### src/rtl/lpl_pkg.sv
// ----------------------------------------------------------------------------
// lpl_pkg
// Shared types and constants of the leveling peak limiter.
// ----------------------------------------------------------------------------
package lpl_pkg;

  typedef struct packed {
    logic start;
    logic blk;
    logic adapt;
    logic go;
  } lane_ctl_t;

  typedef struct packed {
    logic req_valid;
    logic done;
  } lane_sts_t;

  localparam logic [2:0] REG_THRESHOLD = 3'd0;
  localparam logic [2:0] REG_ATTACK    = 3'd1;
  localparam logic [2:0] REG_RELEASE   = 3'd2;
  localparam logic [2:0] REG_ENVELOPE  = 3'd3;
  localparam logic [2:0] REG_LINK      = 3'd4;
  localparam logic [2:0] REG_ADAPTIVE  = 3'd5;
  localparam logic [2:0] REG_CHANNELS  = 3'd6;

  localparam int RELEASE_RESET  = 16760000;
  localparam int ENVELOPE_RESET = 16776500;

  localparam int L16_W = 21;
  localparam int DB_W  = 24;
  localparam int W_W   = 17;

  localparam logic [18:0]      DB_PER_LOG2   = 19'd394566;
  localparam logic [DB_W-1:0]  HALF_DB       = 24'd32768;
  localparam logic [DB_W-1:0]  FULL_W_DB     = 24'd393216;
  // weight = db / 6 as a reciprocal multiply, exact for db below 2^19
  localparam logic [17:0]      W_RECIP       = 18'd174763;
  localparam int               W_RECIP_SHIFT = 20;
  localparam logic [W_W-1:0]   W_ONE         = 17'h10000;
  localparam logic [8:0]       LINK_FULL     = 9'd256;
  localparam logic [3:0]       GAIN_FLOOR    = 4'd8;

endpackage

### src/rtl/lpl_lane.sv
// ----------------------------------------------------------------------------
// lpl_lane
// One channel of the limiter: release latch, required gain divider,
// envelope and gain smoothing on a shared multiplier, output scaling.
// ----------------------------------------------------------------------------
module lpl_lane #(
  parameter int SAMPLE_BITS = 24,
  parameter int COEFF_BITS  = 24
) (
  input  logic                          clk,
  input  logic                          rst_n,
  input  lpl_pkg::lane_ctl_t            ctl,
  input  logic signed [SAMPLE_BITS-1:0] sample,
  input  logic [SAMPLE_BITS-1:0]        thresh,
  input  logic [COEFF_BITS-1:0]         attack,
  input  logic [COEFF_BITS-1:0]         rel_coeff,
  input  logic [COEFF_BITS-1:0]         env_coeff,
  input  logic [SAMPLE_BITS-1:0]        req_link,
  output lpl_pkg::lane_sts_t            sts,
  output logic [SAMPLE_BITS-1:0]        req,
  output logic [SAMPLE_BITS-1:0]        gain,
  output logic [SAMPLE_BITS-1:0]        y
);

  localparam int S    = SAMPLE_BITS;
  localparam int C    = COEFF_BITS;
  localparam int MW0  = (S > C + 1) ? S : C + 1;
  localparam int MW   = (MW0 > lpl_pkg::L16_W) ? MW0 : lpl_pkg::L16_W;
  localparam int PW   = 2 * MW;
  localparam int CNTW = $clog2(S);
  localparam int GW   = PW + 1 - C;
  localparam logic [S-1:0] UNITY = {1'b1, {(S-1){1'b0}}};
  localparam logic [C:0]   CONE  = {1'b1, {C{1'b0}}};

  localparam logic [4:0] ST_IDLE  = 5'd0;
  localparam logic [4:0] ST_NORM  = 5'd1;
  localparam logic [4:0] ST_DB    = 5'd2;
  localparam logic [4:0] ST_DBCHK = 5'd3;
  localparam logic [4:0] ST_WDIV  = 5'd4;
  localparam logic [4:0] ST_RR    = 5'd5;
  localparam logic [4:0] ST_RA    = 5'd6;
  localparam logic [4:0] ST_RB    = 5'd7;
  localparam logic [4:0] ST_RSUM  = 5'd8;
  localparam logic [4:0] ST_REQ   = 5'd9;
  localparam logic [4:0] ST_QDIV  = 5'd10;
  localparam logic [4:0] ST_HOLD  = 5'd11;
  localparam logic [4:0] ST_E1    = 5'd12;
  localparam logic [4:0] ST_E2    = 5'd13;
  localparam logic [4:0] ST_E3    = 5'd14;
  localparam logic [4:0] ST_G1    = 5'd15;
  localparam logic [4:0] ST_G2    = 5'd16;
  localparam logic [4:0] ST_G3    = 5'd17;
  localparam logic [4:0] ST_O1    = 5'd18;
  localparam logic [4:0] ST_O2    = 5'd19;
  localparam logic [4:0] ST_DONE  = 5'd20;

  logic [4:0]   state_r, state_nxt;
  logic [S-1:0] g_r, env_r;
  logic [C-1:0] act_r;

  logic [S-1:0]             mag_r, req_r, t_r, y_r;
  logic                     neg_r, sel_r;
  logic [CNTW-1:0]          sh_r, cnt_r;
  logic [lpl_pkg::L16_W-1:0] l16_r;
  logic [lpl_pkg::W_W-1:0]  w_r;
  logic [C-1:0]             rr_r;
  logic [PW-1:0]            prod_r, acc_r;
  logic [S-1:0]             dv_rem_r, dv_low_r, dv_div_r, dv_q_r;

  logic [MW-1:0]            mul_a, mul_b;
  logic [PW:0]              sum;
  logic [GW-1:0]            gv;
  logic [S-1:0]             g_clamp;
  logic [S:0]               dv_t;
  logic                     dv_ge;
  logic [S-1:0]             dv_rem_nxt, dv_q_nxt;
  logic                     dv_last;
  logic [S+14:0]            frac_ext;
  logic [lpl_pkg::L16_W-1:0] l16_nxt;
  logic [lpl_pkg::DB_W-1:0] db;
  logic [S-1:0]             abs_x, m;
  logic                     latch_path, g_sel;
  logic [C-1:0]             g_coef;

  assign sum = {1'b0, acc_r} + {1'b0, prod_r};
  assign gv  = sum[PW:C];

  always_comb begin
    if (gv < GW'(lpl_pkg::GAIN_FLOOR)) begin
      g_clamp = S'(lpl_pkg::GAIN_FLOOR);
    end else if (gv > GW'(UNITY)) begin
      g_clamp = UNITY;
    end else begin
      g_clamp = gv[S-1:0];
    end
  end

  assign dv_t       = {dv_rem_r, dv_low_r[S-1]};
  assign dv_ge      = dv_t >= {1'b0, dv_div_r};
  assign dv_rem_nxt = dv_ge ? dv_t[S-1:0] - dv_div_r : dv_t[S-1:0];
  assign dv_q_nxt   = {dv_q_r[S-2:0], dv_ge};
  assign dv_last    = cnt_r == CNTW'(S - 1);

  assign frac_ext = {t_r[S-2:0], 16'b0};
  assign l16_nxt  = {5'(sh_r), 16'b0} - {5'b0, frac_ext[S+14 -: 16]};
  assign db       = prod_r[16 +: lpl_pkg::DB_W];

  assign abs_x = sample[S-1] ? S'(~sample + 1'b1) : S'(sample);
  assign m     = prod_r[S-1 +: S];
  assign latch_path = ctl.blk && ctl.adapt && !env_r[S-1];
  assign g_sel  = req_r < g_r;
  assign g_coef = sel_r ? attack : act_r;

  // multiplier operand select
  always_comb begin
    case (state_r)
      ST_DB: begin
        mul_a = MW'(l16_r);
        mul_b = MW'(lpl_pkg::DB_PER_LOG2);
      end
      ST_DBCHK: begin
        mul_a = MW'(db);
        mul_b = MW'(lpl_pkg::W_RECIP);
      end
      ST_RR: begin
        mul_a = MW'(rel_coeff);
        mul_b = MW'(rel_coeff);
      end
      ST_RA: begin
        mul_a = MW'(rel_coeff);
        mul_b = MW'(lpl_pkg::W_ONE - w_r);
      end
      ST_RB: begin
        mul_a = MW'(rr_r);
        mul_b = MW'(w_r);
      end
      ST_E1: begin
        mul_a = MW'(env_r);
        mul_b = MW'(env_coeff);
      end
      ST_E2: begin
        mul_a = MW'(req_r);
        mul_b = MW'(CONE - {1'b0, env_coeff});
      end
      ST_G1: begin
        mul_a = MW'(g_r);
        mul_b = MW'(g_sel ? attack : act_r);
      end
      ST_G2: begin
        mul_a = MW'(sel_r ? req_r : UNITY);
        mul_b = MW'(CONE - {1'b0, g_coef});
      end
      ST_O1: begin
        mul_a = MW'(mag_r);
        mul_b = MW'(g_r);
      end
      default: begin
        mul_a = '0;
        mul_b = '0;
      end
    endcase
  end

  always_comb begin
    state_nxt = state_r;
    case (state_r)
      ST_IDLE, ST_DONE: begin
        if (ctl.start) begin
          if (latch_path) begin
            state_nxt = (env_r == '0) ? ST_RR : ST_NORM;
          end else begin
            state_nxt = ST_REQ;
          end
        end
      end
      ST_NORM:  if (t_r[S-1]) state_nxt = ST_DB;
      ST_DB:    state_nxt = ST_DBCHK;
      ST_DBCHK: begin
        if (db <= lpl_pkg::HALF_DB) begin
          state_nxt = ST_REQ;
        end else if (db >= lpl_pkg::FULL_W_DB) begin
          state_nxt = ST_RR;
        end else begin
          state_nxt = ST_WDIV;
        end
      end
      ST_WDIV:  state_nxt = ST_RR;
      ST_RR:    state_nxt = ST_RA;
      ST_RA:    state_nxt = ST_RB;
      ST_RB:    state_nxt = ST_RSUM;
      ST_RSUM:  state_nxt = ST_REQ;
      ST_REQ:   state_nxt = (mag_r > thresh) ? ST_QDIV : ST_HOLD;
      ST_QDIV:  if (dv_last) state_nxt = ST_HOLD;
      ST_HOLD:  if (ctl.go) state_nxt = ctl.adapt ? ST_E1 : ST_G1;
      ST_E1:    state_nxt = ST_E2;
      ST_E2:    state_nxt = ST_E3;
      ST_E3:    state_nxt = ST_G1;
      ST_G1:    state_nxt = ST_G2;
      ST_G2:    state_nxt = ST_G3;
      ST_G3:    state_nxt = ST_O1;
      ST_O1:    state_nxt = ST_O2;
      ST_O2:    state_nxt = ST_DONE;
      default:  state_nxt = ST_IDLE;
    endcase
  end

  always_ff @(posedge clk) begin
    if (!rst_n) begin
      state_r <= ST_IDLE;
      g_r     <= UNITY;
      env_r   <= UNITY;
      act_r   <= C'(lpl_pkg::RELEASE_RESET);
    end else begin
      state_r <= state_nxt;
      case (state_r)
        ST_IDLE, ST_DONE: begin
          if (ctl.start && ctl.blk && !latch_path) begin
            act_r <= rel_coeff;
          end
        end
        ST_DBCHK: if (db <= lpl_pkg::HALF_DB) act_r <= rel_coeff;
        ST_RSUM:  act_r <= sum[16 +: C];
        ST_E3:    env_r <= sum[C +: S];
        ST_G3:    g_r   <= g_clamp;
        default: begin
        end
      endcase
    end
  end

  always_ff @(posedge clk) begin
    prod_r <= mul_a * mul_b;
    case (state_r)
      ST_IDLE, ST_DONE: begin
        if (ctl.start) begin
          mag_r <= abs_x;
          neg_r <= sample[S-1];
          t_r   <= env_r;
          sh_r  <= '0;
          w_r   <= lpl_pkg::W_ONE;
        end
      end
      ST_NORM: begin
        if (t_r[S-1]) begin
          l16_r <= l16_nxt;
        end else begin
          t_r  <= {t_r[S-2:0], 1'b0};
          sh_r <= sh_r + 1'b1;
        end
      end
      ST_WDIV: w_r <= prod_r[lpl_pkg::W_RECIP_SHIFT +: lpl_pkg::W_W];
      ST_QDIV: begin
        dv_rem_r <= dv_rem_nxt;
        dv_low_r <= {dv_low_r[S-2:0], 1'b0};
        dv_q_r   <= dv_q_nxt;
        cnt_r    <= cnt_r + 1'b1;
        if (dv_last) req_r <= dv_q_nxt;
      end
      ST_RA:   rr_r  <= prod_r[C +: C];
      ST_RB:   acc_r <= prod_r;
      ST_REQ: begin
        dv_rem_r <= {1'b0, thresh[S-1:1]};
        dv_low_r <= {thresh[0], {(S-1){1'b0}}};
        dv_div_r <= mag_r;
        dv_q_r   <= '0;
        cnt_r    <= '0;
        if (!(mag_r > thresh)) req_r <= UNITY;
      end
      ST_HOLD: if (ctl.go) req_r <= req_link;
      ST_E2:   acc_r <= prod_r;
      ST_G1:   sel_r <= g_sel;
      ST_G2:   acc_r <= prod_r;
      ST_O2:   y_r   <= neg_r ? S'(~m + 1'b1) : m;
      default: begin
      end
    endcase
  end

  assign sts.req_valid = state_r == ST_HOLD;
  assign sts.done      = state_r == ST_DONE;
  assign req  = req_r;
  assign gain = g_r;
  assign y    = y_r;

endmodule

### config.mk
export PLATFORM = sky130hd
export DESIGN_NAME = lpl_lane
export DESIGN_NICKNAME = d
export VERILOG_FILES = /design/src/rtl/lpl_pkg.sv /design/src/rtl/lpl_lane.sv
export SDC_FILE = /design/constraint.sdc
export NUM_CORES = 2
export LEC_CHECK = 0
export BUFFER_PORTS_ARGS = -buffer_cell sky130_fd_sc_hd__buf_2
export CAP_MARGIN = 20
export CORE_MARGIN = 3
export CORE_UTILIZATION = 40
export DETAILED_ROUTE_END_ITERATION = 10
export REMOVE_ABC_BUFFERS = 1
export SYNTH_ARGS = -nofsm -noshare
export SYNTH_HDL_FRONTEND = slang
export SYNTH_SLANG_ARGS = --single-unit
export TNS_END_PERCENT = 50
### constraint.sdc
create_clock -name clk -period 10.65 [get_ports clk]
set_input_delay 1.5975 -clock clk [delete_from_list [all_inputs] [get_ports clk]]
set_output_delay 1.5975 -clock clk [all_outputs]
set_load 0.01 [all_outputs]
; Word-level counts from Yosys, hierarchy flattened
; Cells that the tools add are included.
; W data, S select, Z words.
[totals]
regBits = 442
wordCells = 136
output_inout_bits = 74
inputBits = 150
[op_classes]
n_mul = 1
bitwise = 2
n_addsub = 10
n_mux = 40
reduce_logical = 24
magnitude_cmp = 7
eq_ne = 29
[op_table]
columns = cell, n
row1 = $mux W24, 14
row2 = $pmux W25 S10, 1
row3 = $pmux W24 S9, 1
row4 = $pmux W24 S2, 3
row5 = $pmux W24 S3, 2
row6 = $pmux W5 S20, 1
row7 = $add A50 B50 Y51, 1
row8 = $mul A25 B25 Y50, 1
row9 = $sub A25 B24 Y25 const A, 2
row10 = $add A24 B1 Y24 const B, 2
row11 = $not A24 Y24, 2
row12 = $pmux W23 S2, 1
row13 = $eq A5 B4 Y1 const B, 8
row14 = $pmux W17 S2, 1
row15 = $eq A5 B5 Y1 const B, 6
row16 = $mux W5, 6
row17 = $gt A27 B24 Y1 const B, 1
row18 = $lt A27 B4 Y1 const B, 1
row19 = $ge A25 B24 Y1, 1
row20 = $ge A24 B19 Y1 const B, 1
row21 = $gt A24 B24 Y1, 1
row22 = $le A24 B16 Y1 const B, 1
row23 = $logic_not A24 Y1, 1
row24 = $lt A24 B24 Y1, 1
row25 = 25 further kinds, 53

; Depth between registers and ports, before layout
[depth]
depth_word = 6
depth_mapped = 41
ltp_nobuf = 39

; Worst setup path after synthesis
; Ideal clock, no wire load.
[synth_timing]
path_type = input to register
startpoint = input env_coeff[9]
endpoint = register prod_r[48]
path_buffers = 1
required_ns = 10.514
t_arrival_ns = 9.862
path_stages = 33
slack_ns = 0.652
cell_sequence = or3_1 -> o32a_1 -> nor2_1 -> nand3_1 -> or3_1 -> xor2_1 -> nor2_1 -> o311ai_1 -> a311o_1 -> clkbuf_1 -> nand2_1 -> fa_1 -> inv_1 -> fa_1 -> inv_1 -> fa_1 -> fa_1 -> inv_1 -> fa_1 -> fa_1 -> inv_1 -> fa_1 -> inv_1 -> ha_1 -> and4_1 -> a211o_1 -> o2111ai_1 -> a21oi_1 -> nor2_1 -> o21ai_0 -> a2111oi_0 -> o41ai_1 -> xor2_1
[synth_via]
elab_chain_cells = 3
[synth_rtl]
columns = item, line
row1 = from (decl), lpl_lane.sv:17  ; input logic [COEFF_BITS-1:0] env_coeff,
row2 = $sub A25 B24 Y25, lpl_lane.sv:143  ; mul_b = MW'(CONE - {1'b0, env_coeff});
row3 = $pmux W25 S10 (*), lpl_lane.sv:116  ; case (state_r)
row4 = $mul A25 B25 Y50 (*), lpl_lane.sv:232  ; prod_r <= mul_a * mul_b;
row5 = to (signal assigned), lpl_lane.sv:232
row6 = to (decl), lpl_lane.sv:67  ; logic [PW-1:0] prod_r, acc_r;
; Mark *: on every way between the ends. The rest lies on a longest branch, timed or not.
; A chain may end at the register's enable or synchronous reset.

; Worst setup path in the final report
[layout_timing]
startpoint = input env_coeff[9]
endpoint = register prod_r[45]
; The elaborated chain is that of the path after synthesis.

==> run_results.csv <==
group,metric,value,unit
floorplanning,core_area,109000,um^2
cells_and_area,multi_input_area,29600,um^2
critical_path,reg2reg_from,"req[1]",
hold_path,worstHoldStart,"prod_r[3]",
yosys,avgSynthCellArea,9.14,um^2
cells_and_area,fill_cells,10600,
critical_path,worst-path-buf-inv,8,
yosys,synth_edf_count,292,
timing,fin_skew,25.6,ps
yosys,yosys_warnings,0,
yosys,synth_ff_type,"edfxtp_1",
routing,avgViaCountPerCell,5.67,
yosys,seq_area_frac_synth,0.255,
global_route,overflow,0,
critical_path,cp_max_fo,6,
timing,relSlewSlack,0.179,
floorplanning,die_h,339,um
cells_and_area,drive_above_1_share,0.139,
clock_network,clockRootBuffer,"clkbuf_16",
yosys,synthArstFlopShare,0,
global_route,antenna_found_initial,26,
clock_network,cts.clk_slew.worst_paths,60,ps
timing,setup_viol,0,
cells_and_area,syn_to_final_growth,14.7,%
yosys,syn_area,44400,um^2
critical_path,crit_top_cell,"fa_1",
timing,drv_slew,0,
routing,drt_wl_total,169,mm
yosys,synth.distinct_cells,99,
timing,fin_crit_sh,0.964,
cells_and_area,fin_area,50900,um^2
critical_path,end_kind,"flop",
global_route,grt_pass1_wl,250,mm
timing,hold_viol,0,
placement,numPortBuffers,223,
clock_network,cts_tree,"built",
hold_path,hold_class,"reg2reg",
routing,ant_nets,0,
cells_and_area,instances_no_fill,6766,
yosys,yosysTopAreaCell,"fa_1",
yosys,synth_area_leaders,"fa_1 (23%), edfxtp_1 (20%), ha_1 (8.7%)",
cells_and_area,seqCellArea,11300,um^2
critical_path,cp.required,11140,ps
routing,drtIter0Drc,4037,
routing,num_vias,38400,
floorplanning,num_rows,121,
critical_path,slowest_delay,560,ps
critical_path,cp.arrival,10760,ps
pwr,peakVddDrop,0.148,mV
floorplanning,die_w,339,um
routing,drc,0,
clock_network,clock_latency,620,ps
global_route,track_usage,0.289,
critical_path,worst_setup_path_start_kind,"input port",
routing,first_pass_iters,7,
placement,dpl.hpwl,137,mm
yosys,synth_top_area_share,0.228,
routing,wire_per_inst,24.9,um
clock_network,h-tree-depth,2,
clock_network,clock_path_buffers,3,
timing,rsz0062_at_grt,"false",
critical_path,crit_slowest_cell,"fa_1",
yosys,synthCells,4858,
clock_network,holdBufCountCts,0,
pwr,p_per_area,165,nW/um^2
placement,place_congestion,0.981,
timing,fmax,0.0974,GHz
clock_network,numCtsBuffers,46,
floorplanning,dieArea,115000,um^2
global_route,grt_pass1_vias,38300,
timing,tightest_slew,1220,ps
critical_path,crit_family,"adder cells",
global_route,grt_max_degree,76,
placement,place_inst,6668,
job,drv_cap,0,
clock_network,postCtsSetupRepairBufs,0,
cells_and_area,nets,6205,
clock_network,cts_num_sinks,419,
critical_path,path_class,"in2reg",
critical_path,startpoint,"env_coeff[9]",
timing,finalCriticalPeriod,10270,ps
floorplanning,initial_utilization,0.406,
run_status,status,"finished, final reports clean",
floorplanning,io_pins,224,
yosys,ys_seq_elements,419,
placement,placed_area,49400,um^2
pwr,p_leak,23.0,nW
[per-stage QoR]
step	hold slack, ps	util	worst slack [ps]	total power, mW	TNS (ps)
6_report	435	0.465	382	8.39	0
5_1_grt	442	0.465	5.27	8.82	0
4_1_cts	436	0.465	33.4	8.31	0
3_5_place_dp	435	0.451	-573	6.68	-3570
3_3_place_gp	434	0.451	-483	6.65	-2580
2_1_floorplan	415	-	-791	4.87	-7240
[final cells by class]
| cell class | count | area share |
|---|---|---|
| clock inverter | 22 | 0.00393 |
| antenna | 12 | 0.000589 |
| tap | 1476 | 0.0363 |
| clock buffer | 64 | 0.0251 |
| inverter | 729 | 0.0537 |
| sequential | 419 | 0.222 |
| multi-input combinational | 3475 | 0.582 |
| timing repair buffer | 569 | 0.0768 |
[state kept, by name (all words and copies together), names as in the netlist, 5 cells and up]
register and flops:
rr_r 24, state_r 5, dv_q_r 23, w_r 17
env_r 24, req 24, act_r 24, cnt_r 5
l16_r 21, t_r 24, y 24, gain 24
mag_r 24, acc_r 50, sh_r 5, dv_rem_r 24
prod_r 50, dv_div_r 24
[cells by family (layout without fill, tap and decap cells)]
family          count (synthesis)  count (layout)  synth area share
compound gates                948             948             0.145
xor+xnor                      186             186            0.0367
other cells                     0              12                 0
buf+inv                       964            1384            0.0831
simple gates                 1488            1488             0.156
fa+ha+maj                     816             816             0.315
flops                         419             419             0.255
mux                            37              37           0.00851
[layout by cell type, fill, tap and decap left out, drive strengths merged, types with 158 or more instances in the layout]
cell type and n:
buf 569, fa 506, ha 309, a21oi 258, and2 158, nand2 659, o21ai 167, edfxtp 292
nor2 278, inv 733
[layer usage]
layer | wire (um) | GRT usage
met5 | 86 | 0
met4 | 8470 | 0.126
met3 | 17000 | 0.0663
met2 | 75600 | 0.453
met1 | 67700 | 0.384
[cells in the mapped netlist (all sizes together), types with 7 or more instances]
library cell    n
inv           729
nand2         659
fa            506
ha            309
edfxtp        292
nor2          278
a21oi         258
clkbuf        205
o21ai         167
and2          158
xnor2         134
dfxtp         127
nand2b         95
a22oi          71
nor3           66
a21o           64
nand3          52
xor2           52
nand4          44
a211oi         43
a22o           32
mux2i          31
buf            29
o31ai          27
o21a           25
o211ai         24
nor2b          23
a21boi         22
a211o          21
a222oi         21
and3           21
a311o          20
nor4           20
o41ai          20
or3            20
o21bai         19
a31oi          16
or2            16
o311ai         15
or4            15
a221oi         11
a311oi          9
a221o           8
a2111oi         7
o2111ai         7
[where the power goes]
group	total (mW)	leakage, nW	internal (mW)	switching, mW
Clock	1.62	0.731	0.898	0.720
Combinational	4.19	18.6	1.44	2.75
Sequential	2.58	3.68	2.25	0.322
[what timing repair did]
action,4_1_cts,5_1_grt
gates resized for setup,0,10
setup endpoints to repair,0,8
hold endpoints to repair,0,0
[path summary, 6_finish.rpt]
kind,end,slack [ps],cells past startpoint
setup reg to reg,prod_r[45],430,35
hold reg to reg,acc_r[3],430,0
setup / recovery,prod_r[45],380,36
hold / removal,acc_r[3],430,0
Power figures use the tool's default switching activity.
